$ cat config.mk
export PLATFORM = sky130hd
export DESIGN_NAME = wrt_ram
export DESIGN_NICKNAME = d
export VERILOG_FILES = /design/src/wrt_ram.sv
export SDC_FILE = /design/constraint.sdc
export NUM_CORES = 1
export LEC_CHECK = 0
export BUFFER_PORTS_ARGS = -buffer_cell sky130_fd_sc_hd__buf_2
export CORE_ASPECT_RATIO = 1.75
export CORE_MARGIN = 2
export CORE_UTILIZATION = 65
export DETAILED_ROUTE_END_ITERATION = 8
export PLACE_DENSITY = 0.82
export SLEW_MARGIN = 25
export SYNTH_ARGS = -nofsm -noshare
export SYNTH_HDL_FRONTEND = slang
export SYNTH_SLANG_ARGS = --single-unit
export TNS_END_PERCENT = 5
$ cat constraint.sdc
create_clock -name clk -period 5.4 [get_ports clk]
set_input_delay 1.08 -clock clk [delete_from_list [all_inputs] [get_ports clk]]
set_output_delay 1.08 -clock clk [all_outputs]
set_load 0.03 [all_outputs]
$ cat src/wrt_ram.sv
// ----------------------------------------------------------------------------
// wrt_ram
// Generic single-clock RAM, one write port and one read port, registered read.
// ----------------------------------------------------------------------------
`default_nettype none

module wrt_ram #(
    parameter int WIDTH = 8,
    parameter int DEPTH = 64,
    localparam int AW   = $clog2(DEPTH)
) (
    input  logic             clk,
    input  logic             we,
    input  logic [AW-1:0]    waddr,
    input  logic [WIDTH-1:0] wdata,
    input  logic             re,
    input  logic [AW-1:0]    raddr,
    output logic [WIDTH-1:0] rdata
);

    logic [WIDTH-1:0] mem [DEPTH];

    always_ff @(posedge clk)
    begin
        if (we)
        begin
            mem[waddr] <= wdata;
        end
        if (re)
        begin
            rdata <= mem[raddr];
        end
    end

endmodule

`default_nettype wire

======== Word level (Yosys, flattened, before mapping) ========
Memory sizes are Yosys's and may differ from the RTL's. A register that Yosys moved wholly into a read port is not among the register bits.
Index checks and enable logic that the tools add are counted.
operators by class
  multiplexer cells ....................... 2
operators with widths
  cell              count
  1-bit 2-to-1 mux  2
word-level totals
  flip-flop bits (word level) ............. 0
  memory bits (writable) .................. 512
  bits of input ports ..................... 23
  output and inout port bits .............. 8
  logic and storage cells ................. 3
  memories ................................ 1
memory list
  memory  depth  width  read ports  clocked after memory_dff  wr ports  RTL line  text
  mem     64     8      1           1                         1         21        logic [WIDTH-1:0] mem [DEPTH];

======== Depth between registers and ports, before layout ========
  depth in word-level cells ............... 2
  gate-level depth with buffers ........... 9

======== Worst setup path before layout ========
No wires, ideal clock.
  path type ............................... input port to flip-flop
  start ................................... input port raddr[1]
  end ..................................... register rdata[3], read port of mem, data pin
  setup time .............................. 0.266 ns
  data arrival time ....................... 2.620 ns
  setup slack ............................. 2.514 ns
  cell stages on the path ................. 7
  path buffers ............................ 3
  cell sequence ........................... buf_4 -> buf_2 -> buf_2 -> mux4_2 -> mux4_2 -> o21ai_1 -> o41ai_1
RTL lines
  element             RTL line  text
  start: declaration  17        input logic [AW-1:0] raddr,
  end: declaration    18        output logic [WIDTH-1:0] rdata

==> out/results.ini <==
[power]
irDropWorstVdd_uv=297
power_density_nw_per_um2=357
total_power_w=0.00787
p_leak_nw=6.79

[floorplanning]
die_area_um2=32600
start_util_pct=65.9
chipHeight_um=237
core_area_um2=30700
die_w_um=137
num_rows=85
io_pins=31

[cts]
cts.sinks=520
clkTransAtPathRegs_ns=0.07
postCtsSetupBuffers=0
cts_resized=0
hold_buffers=0
cts_max_path_buffers=3
cts_tree=done
cts_buffers=43
root_buffer=clkbuf_16
htree_num_levels=2
clkLatencyLatePin_ns=0.55

[yosys]
synth_seq_area_share_pct=77.1
synth_edf_count=520
synth.most_common_cell=edfxtp_1
synth_nets=963
synth_common_cells=edfxtp_1, mux4_2, nor2_1
syn_inst=940
synth_top_area_share_pct=77.1
synth_cell_types=39
synth_seq_cells=520
synth.largest_area_cell=edfxtp_1
avgSynthCellArea_um2=21.5
ys_warn_count=0
synth_flop_cell=edfxtp_1
syn_area_um2=20200
async_flop_share_pct=0
yosys-top-cells-area=edfxtp_1, mux4_2, nor2_1

[final_layout]
stdcell_area_um2=22000
num_antenna_cells=0
area_delta_synth_final_pct=8.74
layout-drive-gt1-share_pct=23.8
final_core_util_pct=71.6
multiInputGateArea_um2=4320
nets=997
regArea_um2=15600
n_fill_cell=1685

[timing]
drv_slew=0
min_period_over_period_pct=60.7
max_freq_mhz=305
setup_tns_ns=0
fin_skew_ns=0.0157
relSlewSlack_pct=30.7
hold_violations=0
worst_pin_slew_ns=1.01
period_needed_ns=3.28
hold_ws_ns=0.917
setup_violations=0
rsz0062_at_grt=false

[grt]
grt_max_degree=65
track_usage_pct=28.6
grt_pass1_wl_um=65400
grt_pass1_vias=9933
antenna_found_initial=0
grt_overflow_total=0

[critical_path]
required_ns=5.69
rr_endpoint=rdata[3]
r2r-start=mem[3][3]
r2r_slack_ns=3.12
start_kind=primary input
crit_path_end_kind=flop
arrival_ns=3.57
critPathMaxFanout=43
criticalPathCategory=in -> reg
reg2regPathDepth=4

[place]
hpwl_um=26700
routabilityCongestion=0.853
place_area_um2=20700
port_buffers=30

[run]
max-cap-violations=0

[route]
vias_per_cell=6.92
route.detailed.drc=0
wirelength_um=44000
first_iter_violations=1263
first_pass_iters=6
wl_per_cell_um=31.5
vias=9670
ant_nets=0

[worst_hold_path]
hp-class=in -> reg
hold_end=rdata[4]
holdPathStages=1
min_from=re

[run_status]
status=finished clean

==> cell usage in the layout (no fill, tap or decap), types with 3 or more instances in the layout <==
cell / netlist / layout
edfxtp_1: 520 / 520
mux4_2: 126 / 126
nor2_1: 83 / 83
clkbuf_16: 0 / 43
mux2i_1: 23 / 23
nand2_1: 19 / 19
buf_2: 11 / 19
buf_4: 13 / 18
nor2b_1: 14 / 14
mux2_2: 13 / 13
nand3_1: 13 / 13
clkinv_1: 0 / 12
o221ai_1: 8 / 8
o22ai_1: 8 / 8
nand2b_1: 7 / 7
nor3_1: 7 / 7
clkinv_2: 0 / 7
clkbuf_1: 17 / 7
a221oi_1: 6 / 6
a211oi_1: 4 / 4
nand3b_1: 3 / 3
a21oi_1: 3 / 3
a22oi_1: 3 / 3
o2111ai_1: 3 / 3
o2bb2ai_1: 3 / 3
bufinv_16: 0 / 3
==> where the power goes <==
part / internal, W / switching (W)
clock: 0.00161 / 0.00136
combinational: 0.000148 / 0.000262
sequential: 0.00447 / 0.0000110
total: 0.00623 / 0.00164
==> routing by layer <==
metal	global-route usage, %	share of wire, %	vias up
met4	11.5	4.4	0
met3	4.88	8.0	110
li1	-	-	3996
met5	0	0	-
met2	49.4	55	592
met1	35.9	33	4972
==> through the flow <==
stage,worst slack [ns],std cells
5_1_grt,1.98,1397
3_3_place_gp,1.54,1320
4_1_cts,2.09,1397
2_1_floorplan,2.51,940
3_5_place_dp,1.54,1320
6_report,2.12,1397
==> worst max-delay path by stage <==
stage | start | to | slack [ns] | cells past startpoint
after detailed placement | raddr[0] | rdata[0] | 1.54 | 7
after global placement | raddr[0] | rdata[6] | 1.54 | 7
after global routing | raddr[0] | rdata[5] | 1.98 | 6
final | raddr[2] | rdata[6] | 2.12 | 7
after CTS | raddr[0] | rdata[0] | 2.09 | 7
after floorplan | raddr[1] | rdata[3] | 2.51 | 7
==> flip-flops by register name, summed over array words and instances (netlist names) <==
register	count
mem	512
rdata	8
==> cells by family after synthesis <==
| family | share of synthesized area, % |
|---|---|
| AO/OA/AOI/OAI | 2.06 |
| buffers and inverters | 1.56 |
| flip-flops | 77.1 |
| multiplexers | 15.9 |
| AND/OR/NAND/NOR | 3.37 |
==> final cells by class <==
| cell class | instances | area share (%) |
|---|---|---|
| tap | 391 | 2.22 |
| multi-input combinational | 369 | 19.6 |
| sequential | 520 | 70.9 |
| timing repair buffer | 40 | 1.29 |
| clock buffer | 50 | 5.01 |
| clock inverter | 27 | 0.960 |
==> worst max-delay path: stages <==
cell     delay (ns)
buf_4          0.49
buf_4          0.57
mux4_2         0.40
mux2_2         0.30
o221a_2        0.28
nor3_1         0.25
o32ai_1        0.12
No activity file was read; power rests on OpenSTA's default activity.
