`src/wrt_pkg.sv`:
```
// ----------------------------------------------------------------------------
// wrt_pkg
// Shared types and constants for the weighted roulette table.
// ----------------------------------------------------------------------------
`default_nettype none

package wrt_pkg;

    localparam int DEPTH_DEF      = 64;
    localparam int HANDLE_BITS    = 32;
    localparam int WEIGHT_BITS    = 16;
    localparam int FRAC_BITS      = 17;
    localparam int FRAC_SHIFT     = 16;
    localparam int OUT_COUNT_BITS = 7;
    localparam int OUT_TOTAL_BITS = 22;

    localparam logic [1:0] OP_ADD = 2'd0;
    localparam logic [1:0] OP_GET = 2'd1;
    localparam logic [1:0] OP_POP = 2'd2;

    localparam logic [1:0] STAT_OK    = 2'd0;
    localparam logic [1:0] STAT_EMPTY = 2'd1;
    localparam logic [1:0] STAT_FULL  = 2'd2;

    typedef struct packed {
        logic [1:0]             op;
        logic [HANDLE_BITS-1:0] handle_in;
        logic [WEIGHT_BITS-1:0] weight_in;
        logic [FRAC_BITS-1:0]   rand_fraction;
    } wrt_req_t;

    typedef struct packed {
        logic [HANDLE_BITS-1:0]    handle_out;
        logic [1:0]                status;
        logic [OUT_COUNT_BITS-1:0] entry_count;
        logic [OUT_TOTAL_BITS-1:0] weight_total;
    } wrt_rsp_t;

    typedef struct packed {
        logic [HANDLE_BITS-1:0] handle;
        logic [WEIGHT_BITS-1:0] weight;
    } wrt_entry_t;

    typedef enum logic [1:0] {
        S_IDLE,
        S_WALK,
        S_SHIFT,
        S_DONE
    } wrt_state_t;

endpackage

`default_nettype wire

```
`src/wrt_seq.sv`:
```
// ----------------------------------------------------------------------------
// wrt_seq
// Sequencer: add, weighted walk over the entry RAM, removal by shifting,
// count and total registers, and the result register.
// ----------------------------------------------------------------------------
`default_nettype none

module wrt_seq #(
    parameter int DEPTH  = wrt_pkg::DEPTH_DEF,
    localparam int IDX_W = $clog2(DEPTH),
    localparam int CNT_W = $clog2(DEPTH + 1),
    localparam int TOT_W = wrt_pkg::WEIGHT_BITS + CNT_W
) (
    input  logic                clk,
    input  logic                rst_n,
    input  logic                req_valid,
    output logic                req_ready,
    input  wrt_pkg::wrt_req_t   req,
    output logic                rsp_valid,
    input  logic                rsp_ready,
    output wrt_pkg::wrt_rsp_t   rsp,
    output logic                pick_load,
    output logic [TOT_W-1:0]    total,
    input  logic [TOT_W-1:0]    pick,
    output logic                mem_we,
    output logic [IDX_W-1:0]    mem_waddr,
    output wrt_pkg::wrt_entry_t mem_wdata,
    output logic                mem_re,
    output logic [IDX_W-1:0]    mem_raddr,
    input  wrt_pkg::wrt_entry_t mem_rdata
);

    import wrt_pkg::*;

    wrt_state_t             state_reg, state_next;
    logic [CNT_W-1:0]       count_reg, count_next;
    logic [TOT_W-1:0]       total_reg, total_next;
    logic [1:0]             op_reg, op_next;
    logic [IDX_W-1:0]       addr_reg, addr_next;
    logic [IDX_W-1:0]       chk_reg, chk_next;
    logic                   more_reg, more_next;
    logic                   pend_reg, pend_next;
    logic [TOT_W-1:0]       accum_reg, accum_next;
    logic [HANDLE_BITS-1:0] hdl_reg, hdl_next;
    logic [1:0]             stat_reg, stat_next;
    logic                   rsp_valid_reg, rsp_valid_next;
    wrt_rsp_t               rsp_reg, rsp_next;

    logic             accept;
    logic             full;
    logic             empty;
    logic             is_select;
    logic             rsp_free;
    logic [TOT_W-1:0] acc_sum;
    logic             hit;
    logic             shift_needed;
    logic             shift_end;

    assign req_ready = (state_reg == S_IDLE);
    assign accept    = req_valid && req_ready;
    assign full      = (count_reg == CNT_W'(DEPTH));
    assign empty     = (count_reg == '0);
    assign is_select = (req.op == OP_GET) || (req.op == OP_POP);
    assign rsp_free  = !rsp_valid_reg || rsp_ready;

    // The walk stops at the first entry where the running sum reaches the pick
    // value; the oldest entry is taken when no newer one qualifies.
    assign acc_sum = accum_reg + TOT_W'(mem_rdata.weight);
    assign hit     = pend_reg && ((acc_sum >= pick) || (chk_reg == '0));

    // Removing anything but the newest entry moves the newer ones down by one.
    assign shift_needed = (CNT_W'(chk_reg) != (count_reg - CNT_W'(1)));
    assign shift_end    = (CNT_W'(addr_reg) == count_reg);

    always_comb
    begin
        state_next = state_reg;
        case (state_reg)
            S_IDLE:
            begin
                if (accept)
                begin
                    if (is_select && !empty)
                    begin
                        state_next = S_WALK;
                    end
                    else
                    begin
                        state_next = S_DONE;
                    end
                end
            end
            S_WALK:
            begin
                if (hit)
                begin
                    if ((op_reg == OP_POP) && shift_needed)
                    begin
                        state_next = S_SHIFT;
                    end
                    else
                    begin
                        state_next = S_DONE;
                    end
                end
            end
            S_SHIFT:
            begin
                if (pend_reg && !more_reg)
                begin
                    state_next = S_DONE;
                end
            end
            S_DONE:
            begin
                if (rsp_free)
                begin
                    state_next = S_IDLE;
                end
            end
            default:
            begin
                state_next = S_IDLE;
            end
        endcase
    end

    always_comb
    begin
        count_next     = count_reg;
        total_next     = total_reg;
        op_next        = op_reg;
        addr_next      = addr_reg;
        chk_next       = chk_reg;
        more_next      = more_reg;
        pend_next      = pend_reg;
        accum_next     = accum_reg;
        hdl_next       = hdl_reg;
        stat_next      = stat_reg;
        rsp_next       = rsp_reg;
        rsp_valid_next = rsp_valid_reg && !rsp_ready;
        pick_load      = 1'b0;
        mem_we         = 1'b0;
        mem_waddr      = chk_reg - IDX_W'(1);
        mem_wdata      = mem_rdata;
        mem_re         = 1'b0;
        mem_raddr      = addr_reg;

        case (state_reg)
            S_IDLE:
            begin
                if (accept)
                begin
                    op_next    = req.op;
                    hdl_next   = '0;
                    stat_next  = STAT_OK;
                    accum_next = '0;
                    pend_next  = 1'b0;
                    more_next  = 1'b1;
                    addr_next  = IDX_W'(count_reg - CNT_W'(1));
                    pick_load  = 1'b1;
                    if (req.op == OP_ADD)
                    begin
                        if (full)
                        begin
                            stat_next = STAT_FULL;
                        end
                        else
                        begin
                            mem_we           = 1'b1;
                            mem_waddr        = IDX_W'(count_reg);
                            mem_wdata.handle = req.handle_in;
                            mem_wdata.weight = req.weight_in;
                            count_next       = count_reg + CNT_W'(1);
                            total_next       = total_reg + TOT_W'(req.weight_in);
                        end
                    end
                    else if (is_select && empty)
                    begin
                        stat_next = STAT_EMPTY;
                    end
                end
            end
            S_WALK:
            begin
                // Reads stream one per cycle; data arrives in the cycle after its read.
                mem_re    = more_reg;
                pend_next = more_reg;
                if (more_reg)
                begin
                    chk_next  = addr_reg;
                    addr_next = addr_reg - IDX_W'(1);
                    more_next = (addr_reg != '0);
                end
                if (pend_reg)
                begin
                    accum_next = acc_sum;
                end
                if (hit)
                begin
                    hdl_next  = mem_rdata.handle;
                    pend_next = 1'b0;
                    more_next = 1'b1;
                    addr_next = chk_reg + IDX_W'(1);
                    if (op_reg == OP_POP)
                    begin
                        total_next = total_reg - TOT_W'(mem_rdata.weight);
                        count_next = count_reg - CNT_W'(1);
                    end
                end
            end
            S_SHIFT:
            begin
                // Read entry j+1 and write it to entry j in the next cycle.
                mem_re    = more_reg;
                pend_next = more_reg;
                if (more_reg)
                begin
                    chk_next  = addr_reg;
                    addr_next = addr_reg + IDX_W'(1);
                    more_next = !shift_end;
                end
                if (pend_reg)
                begin
                    mem_we = 1'b1;
                end
            end
            S_DONE:
            begin
                if (rsp_free)
                begin
                    rsp_valid_next        = 1'b1;
                    rsp_next.handle_out   = hdl_reg;
                    rsp_next.status       = stat_reg;
                    rsp_next.entry_count  = OUT_COUNT_BITS'(count_reg);
                    rsp_next.weight_total = OUT_TOTAL_BITS'(total_reg);
                end
            end
            default:
            begin
            end
        endcase
    end

    always_ff @(posedge clk or negedge rst_n)
    begin
        if (!rst_n)
        begin
            state_reg     <= S_IDLE;
            count_reg     <= '0;
            total_reg     <= '0;
            more_reg      <= 1'b0;
            pend_reg      <= 1'b0;
            rsp_valid_reg <= 1'b0;
        end
        else
        begin
            state_reg     <= state_next;
            count_reg     <= count_next;
            total_reg     <= total_next;
            more_reg      <= more_next;
            pend_reg      <= pend_next;
            rsp_valid_reg <= rsp_valid_next;
        end
    end

    always_ff @(posedge clk)
    begin
        op_reg    <= op_next;
        addr_reg  <= addr_next;
        chk_reg   <= chk_next;
        accum_reg <= accum_next;
        hdl_reg   <= hdl_next;
        stat_reg  <= stat_next;
        rsp_reg   <= rsp_next;
    end

    assign rsp_valid = rsp_valid_reg;
    assign rsp       = rsp_reg;
    assign total     = total_reg;

endmodule

`default_nettype wire

```
`config.mk`:
```
export PLATFORM = sky130hd
export DESIGN_NAME = wrt_seq
export DESIGN_NICKNAME = d
export VERILOG_FILES = /design/src/wrt_pkg.sv /design/src/wrt_seq.sv
export SDC_FILE = /design/constraint.sdc
export NUM_CORES = 1
export LEC_CHECK = 0
export ABC_AREA = 1
export BUFFER_PORTS_ARGS = -buffer_cell sky130_fd_sc_hd__buf_2
export CORE_MARGIN = 2
export CORE_UTILIZATION = 45
export CTS_BUF_LIST = sky130_fd_sc_hd__clkbuf_16
export DETAILED_ROUTE_END_ITERATION = 8
export GPL_ROUTABILITY_DRIVEN = 0
export PLACE_DENSITY = 0.7
export SYNTH_ARGS = -nofsm -noshare
export SYNTH_HDL_FRONTEND = slang
export SYNTH_SLANG_ARGS = --single-unit
```
`constraint.sdc`:
```
create_clock -name clk -period 5.6 [get_ports clk]
set_clock_uncertainty 0.1 [all_clocks]
set_input_delay 1.12 -clock clk [delete_from_list [all_inputs] [get_ports clk]]
set_output_delay 1.12 -clock clk [all_outputs]
set_load 0.1 [all_outputs]
```
Word-level counts from Yosys, hierarchy flattened
Index checks and enable logic that the tools add are counted.
- word-level logic and storage cells: 136
- register bits: 169
- input bits: 142
- latch bits: 0
- memory bits (read-only): 0
- memories kept: 0
- output and inout bits: 151
- bits in writable memories: 0
- $mul: 0
- multiplexer cells: 59
- $add $sub $neg: 9
- divide/modulo/power cells: 0
- equality and inequality tests: 19
- shift operators: 0
- reduce and logical (&&, ||, !) cells: 32
- bitwise operators: 0
- $lt $le $gt $ge: 1
- operator list (kind ; count):
    $mux W48 ; 4
    $mux W23 ; 7
    $pmux W23 S2 ; 2
    $mux W32 ; 2
    $pmux W32 S2 ; 1
    $mux W6 ; 8
    $add A23 B16 Y23 ; 2
    $mux W7 ; 5
    $ge A23 B23 Y1 ; 1
    $sub A23 B16 Y23 ; 1
    $pmux W6 S3 ; 1
    $mux W1 ; 17
    $mux W2 ; 7
    $ne A2 B2 Y1 const B ; 7
    $pmux W7 S2 ; 1
    $add A6 B1 Y6 const B ; 2
    $sub A6 B1 Y6 const B ; 2
    $eq A2 B2 Y1 const B ; 4
    $pmux W2 S4 ; 1
    $reduce_and A2 Y1 ; 4
    $reduce_and A4 Y1 ; 2
    $add A7 B1 Y7 const B ; 1
    $eq A6 B7 Y1 ; 1
    $eq A7 B7 Y1 const B ; 1
    other kinds (19) ; 36

Logic depth before layout (Yosys ltp)
- depth in word-level cells: 6
- mapped depth: 28
- gate-level depth less buffers: 27

Least setup slack after synthesis
No wires, ideal clock.
- kind: flip-flop to output port
- start point: register state_reg[0]
- end point: output mem_waddr[3]
- required time: 4.380 ns
- cell stages (with the launch flop): 7
- path slack: -0.304 ns
- arrival: 4.684 ns
- buffers on the path: 0
- cells stage by stage: dfrtp_1 inv_1 ha_1 nand2_1 inv_1 nand2_1 o21ai_0
- longest elaborated chain between the ends: 4
- RTL lines (item ; line ; source):
    start, declared ; wrt_seq.sv:35 ; wrt_state_t state_reg, state_next;
    start signal, assigned ; wrt_seq.sv:258 ; state_reg <= state_next;
    $logic_not A2 Y1 * ; wrt_seq.sv:59 ; assign req_ready = (state_reg == S_IDLE);
    named net req_ready ; wrt_seq.sv:17 ; output logic req_ready,
    $logic_and A1 B1 Y1 ; wrt_seq.sv:60 ; assign accept = req_valid && req_ready;
    $mux W6 ; wrt_seq.sv:152 ; if (accept)
    $mux W6 * ; wrt_seq.sv:149 ; case (state_reg)
    end, declared ; wrt_seq.sv:26 ; output logic [IDX_W-1:0] mem_waddr,
The timed path passes the listed nets; every way through them passes the cells marked *.

Worst setup path in the final report
- start point: input mem_rdata[0] (netlist bit)
- end point: register hdl_reg[20], enable pin
- longest elaborated chain between the ends: 6
- RTL lines (item ; line ; source):
    start, declared ; wrt_seq.sv:30 ; input wrt_pkg::wrt_entry_t mem_rdata
    $add A23 B16 Y23 ; wrt_seq.sv:68 ; assign acc_sum = accum_reg + TOT_W'(mem_rdata.weight);
    named net acc_sum[22] ; wrt_seq.sv:54 ; logic [TOT_W-1:0] acc_sum;
    $ge A23 B23 Y1 ; wrt_seq.sv:69 ; assign hit = pend_reg && ((acc_sum >= pick) || (chk_reg == '0));
    $logic_or A1 B1 Y1 ; wrt_seq.sv:69 ;
    $logic_and A1 B1 Y1 ; wrt_seq.sv:69 ;
    $ne A2 B2 Y1 (no line) ; - ;
    $reduce_and A3 Y1 (no line) ; - ;
    end signal, assigned ; wrt_seq.sv:273 ; hdl_reg <= hdl_next;
    end, declared ; wrt_seq.sv:44 ; logic [HANDLE_BITS-1:0] hdl_reg, hdl_next;
The timed path passes the listed nets, and every way through them passes these cells.
A chain may end at the register's enable or synchronous reset.

==> impl_metrics.json <==
{
  "status": "finished, final reports clean",
  "ys_ff_latch": 169,
  "grt_remaining_overflow": 0,
  "area_growth_pct": 20.6,
  "synth_area_leaders": "edfxtp_1 36%, nand2_1 14%, ha_1 8.3%, dfrtp_1 7.8%, inv_1 6.0%",
  "grtUsageTotal_pct": 23.9,
  "netlist_area_mm2": 0.0113,
  "antenna_left": 0,
  "post-place-ws_ns": 0.220,
  "synth_top_area_share_pct": 35.6,
  "start_util_pct": 46.2,
  "synth_warnings": 0,
  "layout_setup_ws_ns": 0.649,
  "clockRootBuffer": "clkbuf_16",
  "clk_latency_ns": 0.43,
  "setup_tns_ns": 0,
  "crit_fanout": 32,
  "num_vias": 10500,
  "antenna_found_initial": 2,
  "routedWlPerCell_um": 15.9,
  "cts_setup_buffers": 0,
  "coreArea_mm2": 0.0245,
  "max_cap_violations": 0,
  "clockBufferDepth": 2,
  "ff2ff_path_depth": 27,
  "die_x_um": 162,
  "dieArea_mm2": 0.0264,
  "drc": 0,
  "clkTransAtPathRegs_ns": 0.07,
  "crit_path_end_kind": "register",
  "timing.rr.end": "hdl_reg[20]",
  "numCtsBuffers": 17,
  "grt_max_degree": 55,
  "startpoint": "mem_rdata[0]",
  "avgSynthCellArea_um2": 7.98,
  "post-synth-top-count-cell": "nand2_1",
  "ys_types": 45,
  "crit_end": "hdl_reg[20]",
  "synthCells": 1415,
  "cts_tree": "done",
  "synth-edff-count": 134,
  "synthTopCellsByCount": "430 x nand2_1, 182 x inv_1, 134 x edfxtp_1",
  "fin_crit_ns": 4.95,
  "grt_pass1_wl_um": 49500,
  "placementRows": 57,
  "hold_buffers": 0,
  "wl_um": 32000,
  "drt_iter0_drc": 788,
  "syn_nets": 1634,
  "ys_seq_area_share_pct": 43.4,
  "firstDrtPassIters": 5,
  "slew_violations": 0,
  "rsz0062_at_grt": "no",
  "finish.utilization_pct": 55.7,
  "min_path_type": "register to register",
  "worst_ep_required_time_ns": 5.63,
  "die_h_um": 162,
  "drive_gt1_share_pct": 20.5,
  "setup_viol": 0,
  "io_buffers": 275,
  "largest_reg_flops": 63,
  "period_share_pct": 88.4,
  "worst_pin_slew_ns": 1.14,
  "synth_top_flop_cell": "edfxtp_1",
  "htree_levels": 4,
  "ff2ff_setup_slack_ns": 1.13,
  "via_per_inst": 5.24,
  "async_flop_share_pct": 20.7,
  "hold_viol_final": 0,
  "dpl.hpwl_um": 24600,
  "cts_sinks": 169,
  "fmax_ghz": 0.202,
  "nets": 1895,
  "timing.rr.start": "accum_reg[0]",
  "relSlewSlack_pct": 24.1,
  "startpoint_type": "input port",
  "pin_count": 293,
  "hp-start": "hdl_reg[20]",
  "arrival_ns": 4.98,
  "worstSetupPathType": "input port to register",
  "cts_resized": 0,
  "grt_pass1_vias": 9713,
  "yosysTopAreaCell": "edfxtp_1"
}
-- kinds of logic after synthesis --
logic type,share of synthesized area [%]
flops,43.4
compound gates,9.07
buf+inv,8.10
fa+ha+maj,8.66
xor+xnor,4.55
simple gates,26.2
-- cell type report --
type | instances | area [um2]
fillers | 2276 | 10800
multi-input cells | 1016 | 5510
flip-flops and latches | 169 | 4900
repair buffers | 286 | 1470
inverters | 186 | 698
clock buffers | 17 | 425
well taps | 324 | 405
clock inverters | 15 | 201
diodes | 2 | 5.00
-- metrics by stage --
| stage | std cells | hold slack [ns] | cell area [um2] |
|---|---|---|---|
| 4_1_cts | 2013 | 0.320 | 13600 |
| 3_3_place_gp | 1981 | 0.300 | 13000 |
| 5_1_grt | 2015 | 0.322 | 13600 |
| 2_1_floorplan | 1415 | 0.300 | 11300 |
| 6_report | 2015 | 0.319 | 13600 |
| 3_5_place_dp | 1981 | 0.305 | 13000 |
-- worst max-delay path, stage by stage --
cell and delay (ns):
buf_2 0.11, ha_1 0.24, inv_1 0.10, fa_1 0.40, inv_1 0.10, nand3_1 0.07
nand2_1 0.13, a21oi_2 0.10, o21ai_2 0.19, nand3_1 0.09, nand2_1 0.13, nand2_1 0.12
nor2_1 0.11, nand2_1 0.06, nand2_1 0.08, inv_1 0.04, ha_1 0.31, nand2_1 0.09
nor2_2 0.12, nand4_1 0.10, nor2_1 0.13, nand2_1 0.10, nand4_4 0.17, nand2_4 0.13
nand2_8 0.12, nand2_1 0.07, nor2_2 0.18, buf_12 0.22
-- cell usage in the layout (no fill, tap or decap), types with 3 or more instances in the layout --
cell,netlist,routed
edfxtp_1,134,134
and2_1,5,5
clkinv_8,0,4
clkbuf_16,0,17
inv_1,182,182
nor2_2,5,6
o22ai_1,5,5
a31oi_1,4,4
xnor2_1,13,13
nor3_1,14,14
buf_4,5,10
ha_1,75,74
nand4_1,50,50
nand3_2,3,3
nand3_1,62,62
inv_2,3,3
nand2_1,430,430
nor2_1,114,113
a21oi_1,77,76
a21o_1,9,9
buf_2,8,275
o21bai_1,5,5
a21oi_2,3,3
xor2_1,43,43
dfrtp_1,35,35
inv_8,0,5
o21ai_0,76,76
-- worst min path at each step --
stage               to  cells past startpoint
6_report       rsp[51]                      0
5_1_grt        rsp[59]                      0
4_1_cts        rsp[59]                      0
3_5_place_dp   rsp[37]                      0
3_3_place_gp   rsp[36]                      0
2_1_floorplan  rsp[29]                      0
-- metal layers --
layer	up-vias	part of all wire (%)	global-route usage, %
li1	5197	-	-
met1	4831	42	30.6
met2	454	47	40.5
met3	67	7.6	3.97
met4	0	3.4	9.86
met5	-	0	0
Power is left out: the tool's default activity adds up to more than one toggle a clock period on the data nets, which glitch-free logic cannot reach.
